## src/hdl/alu16_pkg.sv

```systemverilog
// ----------------------------------------------------------------------------
// alu16_pkg
// Shared opcodes, pipeline record and divider step for the 16-bit ALU.
// ----------------------------------------------------------------------------
package alu16_pkg;

  // Basic opcodes
  localparam logic [4:0] OP_SET = 5'h01;
  localparam logic [4:0] OP_ADD = 5'h02;
  localparam logic [4:0] OP_SUB = 5'h03;
  localparam logic [4:0] OP_MUL = 5'h04;
  localparam logic [4:0] OP_MLI = 5'h05;
  localparam logic [4:0] OP_DIV = 5'h06;
  localparam logic [4:0] OP_DVI = 5'h07;
  localparam logic [4:0] OP_MOD = 5'h08;
  localparam logic [4:0] OP_MDI = 5'h09;
  localparam logic [4:0] OP_AND = 5'h0a;
  localparam logic [4:0] OP_BOR = 5'h0b;
  localparam logic [4:0] OP_XOR = 5'h0c;
  localparam logic [4:0] OP_SHR = 5'h0d;
  localparam logic [4:0] OP_ASR = 5'h0e;
  localparam logic [4:0] OP_SHL = 5'h0f;
  localparam logic [4:0] OP_IFB = 5'h10;
  localparam logic [4:0] OP_IFC = 5'h11;
  localparam logic [4:0] OP_IFE = 5'h12;
  localparam logic [4:0] OP_IFN = 5'h13;
  localparam logic [4:0] OP_IFG = 5'h14;
  localparam logic [4:0] OP_IFA = 5'h15;
  localparam logic [4:0] OP_IFL = 5'h16;
  localparam logic [4:0] OP_IFU = 5'h17;
  localparam logic [4:0] OP_ADX = 5'h1a;
  localparam logic [4:0] OP_SBX = 5'h1b;
  localparam logic [4:0] OP_STI = 5'h1e;
  localparam logic [4:0] OP_STD = 5'h1f;

  // Index step codes
  localparam logic [1:0] STEP_NONE = 2'd0;
  localparam logic [1:0] STEP_INC  = 2'd1;
  localparam logic [1:0] STEP_DEC  = 2'd2;

  // Divider geometry: 32 quotient bits, 4 per stage
  localparam int DIV_BITS      = 32;
  localparam int STEPS_PER_STG = 4;
  localparam int DIV_STAGES    = DIV_BITS / STEPS_PER_STG;
  localparam int REM_STAGE     = 16 / STEPS_PER_STG;

  typedef struct packed {
    logic [15:0] rem;
    logic [31:0] dq;   // dividend shifting out, quotient shifting in
  } div_t;

  typedef struct packed {
    logic        valid;
    logic [4:0]  opcode;
    logic [15:0] res;
    logic [15:0] cout;
    logic        wr;
    logic        wc;
    logic        fail;
    logic [1:0]  step;
    logic        resv;
    logic        neg_q;
    logic        neg_r;
    logic        a_zero;
    logic [15:0] dvsr;
    div_t        div;
    logic [15:0] rem16;
  } pipe_t;

  // One restoring division step
  function automatic div_t div_step(div_t d_in, logic [15:0] dvsr);
    logic [16:0] t;
    div_t        d_out;
    t = {d_in.rem, d_in.dq[31]};
    if (t >= {1'b0, dvsr}) begin
      d_out.rem = 16'(t - {1'b0, dvsr});
      d_out.dq  = {d_in.dq[30:0], 1'b1};
    end else begin
      d_out.rem = t[15:0];
      d_out.dq  = {d_in.dq[30:0], 1'b0};
    end
    return d_out;
  endfunction

endpackage

```

## src/hdl/sixteen_bit_alu_with_overflow_word.sv

```systemverilog
// ----------------------------------------------------------------------------
// sixteen_bit_alu_with_overflow_word
// Basic-instruction ALU with overflow word, fully pipelined.
// ----------------------------------------------------------------------------
// One instruction is taken per clock unless the output stalls, and its result
// passes one decode/execute stage, eight divider stages of four restoring steps
// each and one output register. Every opcode travels the same path, so order
// is kept. The 32-step long division for DIV/DVI/MOD/MDI sets the depth.
// A stall on the output holds the whole pipeline; s_tready is high whenever
// the output register is empty or being drained.
module sixteen_bit_alu_with_overflow_word (
  input  logic        clk,
  input  logic        rst,
  input  logic        s_tvalid,
  output logic        s_tready,
  // opcode[4:0], operand_a[20:5], operand_b[36:21], carry_in[52:37], zero pad
  input  logic [55:0] s_tdata,
  output logic        m_tvalid,
  input  logic        m_tready,
  // result[15:0], write_result[16], carry_out[32:17], write_carry[33],
  // condition_failed[34], index_step[36:35], reserved_op[37], zero pad
  output logic [39:0] m_tdata
);

  logic [4:0]  opcode;
  logic [15:0] a, b, ex;
  logic        adv;
  logic [16:0] sum_ab;
  logic [17:0] sum_adx;
  logic signed [17:0] diff_sbx;
  logic [31:0] prod_u;
  logic signed [31:0] prod_s;
  logic [31:0] shr_v, shl_v;
  logic signed [31:0] asr_v;
  logic        signed_div;
  logic [15:0] mag_a, mag_b;
  alu16_pkg::pipe_t entry;
  alu16_pkg::pipe_t pipe [alu16_pkg::DIV_STAGES+1];
  alu16_pkg::pipe_t last;
  logic [15:0] q_hi, q_lo, out_res, out_cout;

  assign opcode = s_tdata[4:0];
  assign a      = s_tdata[20:5];
  assign b      = s_tdata[36:21];
  assign ex     = s_tdata[52:37];

  // Whole pipeline moves unless the output holds a result not yet taken
  assign adv      = !m_tvalid || m_tready;
  assign s_tready = adv;

  // Execute for all non-divide ops, plus divider setup
  always_comb begin
    sum_ab     = {1'b0, b} + {1'b0, a};
    sum_adx    = {2'b0, b} + {2'b0, a} + {2'b0, ex};
    diff_sbx   = $signed({2'b0, b}) - $signed({2'b0, a}) + $signed({2'b0, ex});
    prod_u     = {16'b0, b} * {16'b0, a};
    prod_s     = 32'($signed(b)) * 32'($signed(a));
    shr_v      = {b, 16'b0} >> a;
    asr_v      = $signed({b, 16'b0}) >>> a;
    shl_v      = {16'b0, b} << a;
    signed_div = (opcode == alu16_pkg::OP_DVI) || (opcode == alu16_pkg::OP_MDI);
    mag_a      = (signed_div && a[15]) ? 16'(-a) : a;
    mag_b      = (signed_div && b[15]) ? 16'(-b) : b;

    entry        = '0;
    entry.valid  = s_tvalid;
    entry.opcode = opcode;
    entry.cout   = ex;
    entry.neg_q  = signed_div && (a[15] ^ b[15]);
    entry.neg_r  = signed_div && b[15];
    entry.a_zero = (a == 16'd0);
    entry.dvsr   = mag_a;
    entry.div    = '{rem: 16'd0, dq: {mag_b, 16'd0}};

    unique case (opcode)
      alu16_pkg::OP_SET: begin entry.res = a; entry.wr = 1'b1; end
      alu16_pkg::OP_ADD: begin
        entry.res = sum_ab[15:0]; entry.cout = {15'd0, sum_ab[16]};
        entry.wr = 1'b1; entry.wc = 1'b1;
      end
      alu16_pkg::OP_SUB: begin
        entry.res = 16'(b - a); entry.cout = (b < a) ? 16'hffff : 16'h0000;
        entry.wr = 1'b1; entry.wc = 1'b1;
      end
      alu16_pkg::OP_MUL: begin
        entry.res = prod_u[15:0]; entry.cout = prod_u[31:16];
        entry.wr = 1'b1; entry.wc = 1'b1;
      end
      alu16_pkg::OP_MLI: begin
        entry.res = prod_s[15:0]; entry.cout = prod_s[31:16];
        entry.wr = 1'b1; entry.wc = 1'b1;
      end
      // Divide ops: result filled at the end of the divider
      alu16_pkg::OP_DIV, alu16_pkg::OP_DVI: begin entry.wr = 1'b1; entry.wc = 1'b1; end
      alu16_pkg::OP_MOD, alu16_pkg::OP_MDI: begin entry.wr = 1'b1; end
      alu16_pkg::OP_AND: begin entry.res = b & a; entry.wr = 1'b1; end
      alu16_pkg::OP_BOR: begin entry.res = b | a; entry.wr = 1'b1; end
      alu16_pkg::OP_XOR: begin entry.res = b ^ a; entry.wr = 1'b1; end
      alu16_pkg::OP_SHR: begin
        entry.res = shr_v[31:16]; entry.cout = shr_v[15:0];
        entry.wr = 1'b1; entry.wc = 1'b1;
      end
      alu16_pkg::OP_ASR: begin
        entry.res = asr_v[31:16]; entry.cout = asr_v[15:0];
        entry.wr = 1'b1; entry.wc = 1'b1;
      end
      alu16_pkg::OP_SHL: begin
        entry.res = shl_v[15:0]; entry.cout = shl_v[31:16];
        entry.wr = 1'b1; entry.wc = 1'b1;
      end
      alu16_pkg::OP_IFB: entry.fail = ((b & a) == 16'd0);
      alu16_pkg::OP_IFC: entry.fail = ((b & a) != 16'd0);
      alu16_pkg::OP_IFE: entry.fail = (b != a);
      alu16_pkg::OP_IFN: entry.fail = (b == a);
      alu16_pkg::OP_IFG: entry.fail = !(b > a);
      alu16_pkg::OP_IFA: entry.fail = !($signed(b) > $signed(a));
      alu16_pkg::OP_IFL: entry.fail = !(b < a);
      alu16_pkg::OP_IFU: entry.fail = !($signed(b) < $signed(a));
      alu16_pkg::OP_ADX: begin
        entry.res = sum_adx[15:0];
        entry.cout = (sum_adx > 18'h0ffff) ? 16'h0001 : 16'h0000;
        entry.wr = 1'b1; entry.wc = 1'b1;
      end
      alu16_pkg::OP_SBX: begin
        entry.res = diff_sbx[15:0];
        if (diff_sbx < 0) begin
          entry.cout = 16'hffff;
        end else if (diff_sbx > $signed(18'h0ffff)) begin
          entry.cout = 16'h0001;
        end else begin
          entry.cout = 16'h0000;
        end
        entry.wr = 1'b1; entry.wc = 1'b1;
      end
      alu16_pkg::OP_STI: begin
        entry.res = a; entry.wr = 1'b1; entry.step = alu16_pkg::STEP_INC;
      end
      alu16_pkg::OP_STD: begin
        entry.res = a; entry.wr = 1'b1; entry.step = alu16_pkg::STEP_DEC;
      end
      default: entry.resv = 1'b1;
    endcase
  end

  // Execute stage register
  always_ff @(posedge clk) begin
    if (rst) begin
      pipe[0].valid <= 1'b0;
    end else if (adv) begin
      pipe[0] <= entry;
    end
  end

  // Divider stages, four restoring steps each
  for (genvar k = 1; k <= alu16_pkg::DIV_STAGES; k++) begin : g_div
    alu16_pkg::pipe_t nxt;
    always_comb begin
      nxt = pipe[k-1];
      for (int s = 0; s < alu16_pkg::STEPS_PER_STG; s++) begin
        nxt.div = alu16_pkg::div_step(nxt.div, pipe[k-1].dvsr);
      end
      // integer remainder is ready after the first sixteen steps
      if (k == alu16_pkg::REM_STAGE) begin
        nxt.rem16 = nxt.div.rem;
      end
    end
    always_ff @(posedge clk) begin
      if (rst) begin
        pipe[k].valid <= 1'b0;
      end else if (adv) begin
        pipe[k] <= nxt;
      end
    end
  end

  // Sign fix and divide-by-zero for the divide ops
  assign last = pipe[alu16_pkg::DIV_STAGES];
  assign q_hi = last.div.dq[31:16];
  assign q_lo = last.div.dq[15:0];

  always_comb begin
    out_res  = last.res;
    out_cout = last.cout;
    if (last.opcode == alu16_pkg::OP_DIV || last.opcode == alu16_pkg::OP_DVI) begin
      out_res  = last.a_zero ? 16'd0 : (last.neg_q ? 16'(-q_hi) : q_hi);
      out_cout = last.a_zero ? 16'd0 : (last.neg_q ? 16'(-q_lo) : q_lo);
    end else if (last.opcode == alu16_pkg::OP_MOD || last.opcode == alu16_pkg::OP_MDI) begin
      out_res = last.a_zero ? 16'd0 : (last.neg_r ? 16'(-last.rem16) : last.rem16);
    end
  end

  // Output register
  always_ff @(posedge clk) begin
    if (rst) begin
      m_tvalid <= 1'b0;
    end else if (adv) begin
      m_tvalid <= last.valid;
      m_tdata  <= {2'b0, last.resv, last.step, last.fail, last.wc, out_cout,
                   last.wr, out_res};
    end
  end

`ifndef SYNTHESIS
  // An accepted transfer enters the execute stage
  a_enter: assert property (@(posedge clk) disable iff (rst)
    s_tvalid && s_tready |=> pipe[0].valid)
    else $error("accepted transfer did not enter the pipeline");

  // Reserved opcodes write nothing
  a_resv: assert property (@(posedge clk) disable iff (rst)
    m_tvalid && m_tdata[37] |-> !m_tdata[16] && !m_tdata[33] && !m_tdata[34])
    else $error("reserved opcode produced a write");

  // A failed test writes nothing
  a_fail: assert property (@(posedge clk) disable iff (rst)
    m_tvalid && m_tdata[34] |-> !m_tdata[16] && !m_tdata[33])
    else $error("failed test produced a write");

  // Index step code is never the unused value
  a_step: assert property (@(posedge clk) disable iff (rst)
    m_tvalid |-> m_tdata[36:35] != 2'd3)
    else $error("bad index step");
`endif

endmodule

```

## config.mk

```make
export PLATFORM = sky130hd
export DESIGN_NAME = sixteen_bit_alu_with_overflow_word
export DESIGN_NICKNAME = d
export VERILOG_FILES = /design/src/hdl/alu16_pkg.sv /design/src/hdl/sixteen_bit_alu_with_overflow_word.sv
export SDC_FILE = /design/constraint.sdc
export NUM_CORES = 2
export LEC_CHECK = 0
export BUFFER_PORTS_ARGS = -buffer_cell sky130_fd_sc_hd__buf_2
export CAP_MARGIN = 20
export CORE_UTILIZATION = 53
export DETAILED_ROUTE_END_ITERATION = 10
export PLACE_DENSITY_LB_ADDON = 0.3
export SYNTH_ARGS = -nofsm -noshare
export SYNTH_HDL_FRONTEND = slang
export SYNTH_SLANG_ARGS = --single-unit
```

## constraint.sdc

```tcl
create_clock -name clk -period 76 [get_ports clk]
set_input_delay 0 -clock clk [delete_from_list [all_inputs] [get_ports clk]]
set_output_delay 0 -clock clk [all_outputs]
set_load 0.01 [all_outputs]
```

==> tab_implementation.tex <==
\begin{tabular}{lr}
\hline
Metric & Value \\
\hline
\multicolumn{2}{l}{\textbf{Run status}} \\
\quad Result of the run & finished clean \\
\multicolumn{2}{l}{\textbf{STA}} \\
\quad Final Skew & 51.5 ps \\
\quad Final worst path period need & around 13,000 ps \\
\quad Max-slew violation total from the final report & 0 \\
\quad Final clock period utilization by the worst path & about 17\% \\
\quad Worst slew margin & about a fifth \\
\quad Final hold slack & 110 ps \\
\quad Number of hold violations in the final report & 0 \\
\quad RSZ-0062 raised after global routing & false \\
\quad Final setup violating endpoints & 0 \\
\quad Transition time at the pin with the least slew margin & about 1200 ps \\
\quad Max Freq & roughly 76 MHz \\
\quad Sum Neg Setup Slack & 0 ps \\
\multicolumn{2}{l}{\textbf{Yosys}} \\
\quad Largest area contributor in the synthesized netlist & sky130\_fd\_sc\_hd\_\_edfxtp\_1 \\
\quad EDFF count, synth & 940 \\
\quad Share of synthesized area occupied by flip-flops and latches & roughly 36\% \\
\quad Post-Syn Area & 79,000 um\^{}2 \\
\quad Number of instances in the synthesized netlist & 7,712 \\
\quad Post-synthesis cell type count & roughly 100 \\
\quad Yosys reg bits & between 900 and 1,000 \\
\quad Mapped Avg Cell Area & around 10 um\^{}2 \\
\quad Asr flop ratio synth & 0\% \\
\quad Synth top area share & between 30\% and 40\% \\
\quad Number of warnings issued by yosys & 0 \\
\quad Largest cells by area after synthesis & sky130\_fd\_sc\_hd\_\_edfxtp\_1 36\%, sky130\_fd\_sc\_hd\_\_ha\_1 11\%, sky130\_fd\_sc\_hd\_\_fa\_1 10\% \\
\quad Most common flop cell mapped by yosys & sky130\_fd\_sc\_hd\_\_edfxtp\_1 \\
\multicolumn{2}{l}{\textbf{Clock tree}} \\
\quad Level count of the clock H-tree & 3 \\
\quad Insertion delay of the later-clocked pin in the worst-skew pair & 730 ps \\
\quad TritonCTS clock tree & done \\
\quad Root buffer selected by CTS & sky130\_fd\_sc\_hd\_\_clkbuf\_16 \\
\quad CTS Buffer Depth & 3 \\
\quad TritonCTS Buffers & 95 \\
\quad Clk pin slew, worst setup/hold paths & roughly 60 ps \\
\quad Total number of clock tree sinks & 941 \\
\multicolumn{2}{l}{\textbf{Critical path}} \\
\quad Peak per-stage delay on the critical path & just under 800 ps \\
\quad Element type at the critical path end & flip-flop \\
\quad CP arrival & $\sim$14,000 ps \\
\quad Worst Reg-to-Reg Cells & between 40 and 50 \\
\quad Largest driver fanout on the critical path & 24 \\
\quad Critical path startpoint & pipe[2][65]\$\_DFFE\_PP\_ \\
\quad FF-to-FF setup slack & roughly 63,000 ps \\
\quad Capturing instance or port of the critical path & pipe[3][51]\$\_DFFE\_PP\_ \\
\quad Kind of start point of the critical path & flip-flop \\
\quad Cell family with most CP delay & compound AO/OA/AOI/OAI gates \\
\quad Launching point of the worst reg2reg path & pipe[2][65]\$\_DFFE\_PP\_ \\
\quad Capture point of the worst reg-to-reg path & pipe[3][51]\$\_DFFE\_PP\_ \\
\quad Buf/Inv on CP & 5 \\
\quad Slowest library cell on the worst path & sky130\_fd\_sc\_hd\_\_and3\_1 \\
\quad Data required time of the critical path & 76,470 ps \\
\quad Critical path depth in cells & 43 \\
\quad Kind of critical path & reg2reg \\
\multicolumn{2}{l}{\textbf{Job}} \\
\quad Max-capacitance violation count & 0 \\
\multicolumn{2}{l}{\textbf{Routing}} \\
\quad Count of unresolved DRC violations after routing & 0 \\
\quad Detailed router's first-iteration violation count & 5,139 \\
\quad Post-detailed-route wirelength per cell & 24.3 um \\
\quad Post-DRT Antenna Nets & 0 \\
\quad Total vias in the final route & just over 60,000 \\
\quad DRT Pass-1 Iters & 6 \\
\quad Average vias per placed instance & slightly above 6 \\
\quad Detailed-route wire length & $\sim$240,000 um \\
\multicolumn{2}{l}{\textbf{Layout}} \\
\quad Share of final-layout standard cells stronger than drive strength 1 & 8.70\% \\
\quad Most frequent cells in the layout & 940 x sky130\_fd\_sc\_hd\_\_edfxtp\_1, 723 x sky130\_fd\_sc\_hd\_\_ha\_1, 682 x sky130\_fd\_sc\_hd\_\_inv\_1, 648 x sky130\_fd\_sc\_hd\_\_nor2\_1, 567 x sky130\_fd\_sc\_hd\_\_nand2\_1 \\
\quad Fin nets & between 9,000 and 10,000 \\
\quad Post-layout util & 57.7\% \\
\quad Most common cell after layout, fill and taps aside & sky130\_fd\_sc\_hd\_\_edfxtp\_1 \\
\quad Growth of design area from synthesis to finish & 7.98\% \\
\multicolumn{2}{l}{\textbf{Floorplan}} \\
\quad Horizontal extent of the die & between 300 and 400 um \\
\quad \# IOs & 102 \\
\quad DIE AREA & approximately 150,000 um\^{}2 \\
\quad Number of rows created at floorplan & about 140 \\
\quad Initial Utilization & between 50\% and 60\% \\
\quad Core area & 148,000 um\^{}2 \\
\quad Die height & between 300 and 400 um \\
\multicolumn{2}{l}{\textbf{Global routing}} \\
\quad Largest net degree at the start of global routing & 172 \\
\quad All-Layer GR Usage & a little under a third \\
\quad Global-route wire length before repair & between 300,000 and 400,000 um \\
\quad Total gr overflow & 0 \\
\quad Number of global-route vias before repair & 59,900 \\
\quad Initial antenna violation count & 7 \\
\multicolumn{2}{l}{\textbf{Hold path}} \\
\quad HP Class & in2reg \\
\quad Hold wc startpoint & s\_tdata[24] \\
\multicolumn{2}{l}{\textbf{Placed design}} \\
\quad Number of port buffers & 96 \\
\quad HPWL Detailed & $\sim$180,000 um \\
\quad Routability congestion estimate & just over 1 \\
\hline
\end{tabular}
## worst min-delay path by stage
stage	cells past startpoint	end
after floorplan	1	m_tvalid$_SDFFE_PP0N_
after global placement	2	m_tvalid$_SDFFE_PP0N_
after detailed placement	2	m_tvalid$_SDFFE_PP0N_
after CTS	3	pipe[0][69]$_DFFE_PP_
after global routing	2	pipe[0][40]$_DFFE_PP_
final	3	pipe[0][35]$_DFFE_PP_
## synth_stat cells, types with 29 or more instances
master / count
sky130_fd_sc_hd__and2_1: 47
sky130_fd_sc_hd__o21a_1: 93
sky130_fd_sc_hd__o31ai_1: 60
sky130_fd_sc_hd__a21oi_1: 510
sky130_fd_sc_hd__mux2_1: 42
sky130_fd_sc_hd__nand2b_1: 72
sky130_fd_sc_hd__ha_1: 723
sky130_fd_sc_hd__mux2i_1: 76
sky130_fd_sc_hd__a21o_1: 206
sky130_fd_sc_hd__a221oi_1: 32
sky130_fd_sc_hd__fa_1: 406
sky130_fd_sc_hd__a211oi_1: 61
sky130_fd_sc_hd__nor2b_1: 74
sky130_fd_sc_hd__or2_2: 29
sky130_fd_sc_hd__o21ai_0: 372
sky130_fd_sc_hd__o21bai_1: 62
sky130_fd_sc_hd__o22ai_1: 34
sky130_fd_sc_hd__or3_1: 46
sky130_fd_sc_hd__xnor2_1: 349
sky130_fd_sc_hd__mux2_2: 245
sky130_fd_sc_hd__o211ai_1: 45
sky130_fd_sc_hd__a31oi_1: 46
sky130_fd_sc_hd__nor2_1: 650
sky130_fd_sc_hd__inv_1: 683
sky130_fd_sc_hd__edfxtp_1: 940
sky130_fd_sc_hd__nor3_1: 144
sky130_fd_sc_hd__nand3_1: 99
sky130_fd_sc_hd__nor4_1: 38
sky130_fd_sc_hd__xor2_1: 167
sky130_fd_sc_hd__clkbuf_1: 157
sky130_fd_sc_hd__nand4_1: 85
sky130_fd_sc_hd__and3_1: 40
sky130_fd_sc_hd__buf_1: 37
sky130_fd_sc_hd__a22oi_1: 40
sky130_fd_sc_hd__nand2_1: 567
sky130_fd_sc_hd__a21boi_0: 33
## registers in the layout (all words and copies together), names as in the netlist
name      count
pipe        902
m_tdata      38
m_tvalid      1
## what timing repair did
action / in CTS / in global routing
hold endpoints to repair: 48 / 0
buffers inserted: 0 / 0
resized for setup: 0 / 0
hold buffers: 36 / 0
## routing by layer
| metal | share of wire, % | vias up | global-route usage [%] | wire (um) |
|---|---|---|---|---|
| met4 | 6.2 | 6 | 17.3 | 14900 |
| met2 | 45 | 2513 | 50.2 | 108000 |
| met5 | 0.014 | - | 0 | 34 |
| met1 | 41 | 29500 | 41.1 | 98600 |
| li1 | - | 28100 | - | - |
| met3 | 7.4 | 666 | 4.91 | 17700 |
## worst reg2reg max path, delay by kind of cell (launching register included)
kind            cells  cell delay, ps
fa+ha+maj           4            1270
mux                 1             350
simple gates       11            3310
compound gates     22            6410
flops               1             540
buf+inv             5            1090
## area by class of cell
| type | instances | area [um^2] |
|---|---|---|
| well taps | 1930 | 2410 |
| clock buffers | 107 | 2440 |
| flip-flops and latches | 941 | 28200 |
| fillers | 12500 | 62600 |
| multi-input cells | 5852 | 47300 |
| repair buffers | 229 | 1590 |
| clock inverters | 68 | 653 |
| inverters | 702 | 2640 |
| diodes | 1 | 2.50 |
## per-stage QoR
stage | std cells | worst slack (ps) | area [um^2]
global route | 9829 | 61930 | 85300
CTS | 9827 | 62900 | 85300
detailed placement | 9616 | 62890 | 81800
floorplan | 7713 | 34210 | 79000
finish | 9830 | 62820 | 85300
global placement | 9614 | 63110 | 81800
## logic make-up after synthesis
| logic type | after synthesis | synth area share, % |
|---|---|---|
| mux | 371 | 5.23 |
| compound gates | 1885 | 15.7 |
| fa+ha+maj | 1129 | 21.7 |
| xor+xnor | 516 | 5.72 |
| buf+inv | 920 | 4.45 |
| other cells | 1 | 0.00475 |
| flops | 941 | 35.8 |
| simple gates | 1949 | 11.3 |
Power is left out: the tool's default activity adds up to more than one toggle a clock period on the data nets, which glitch-free logic cannot reach.
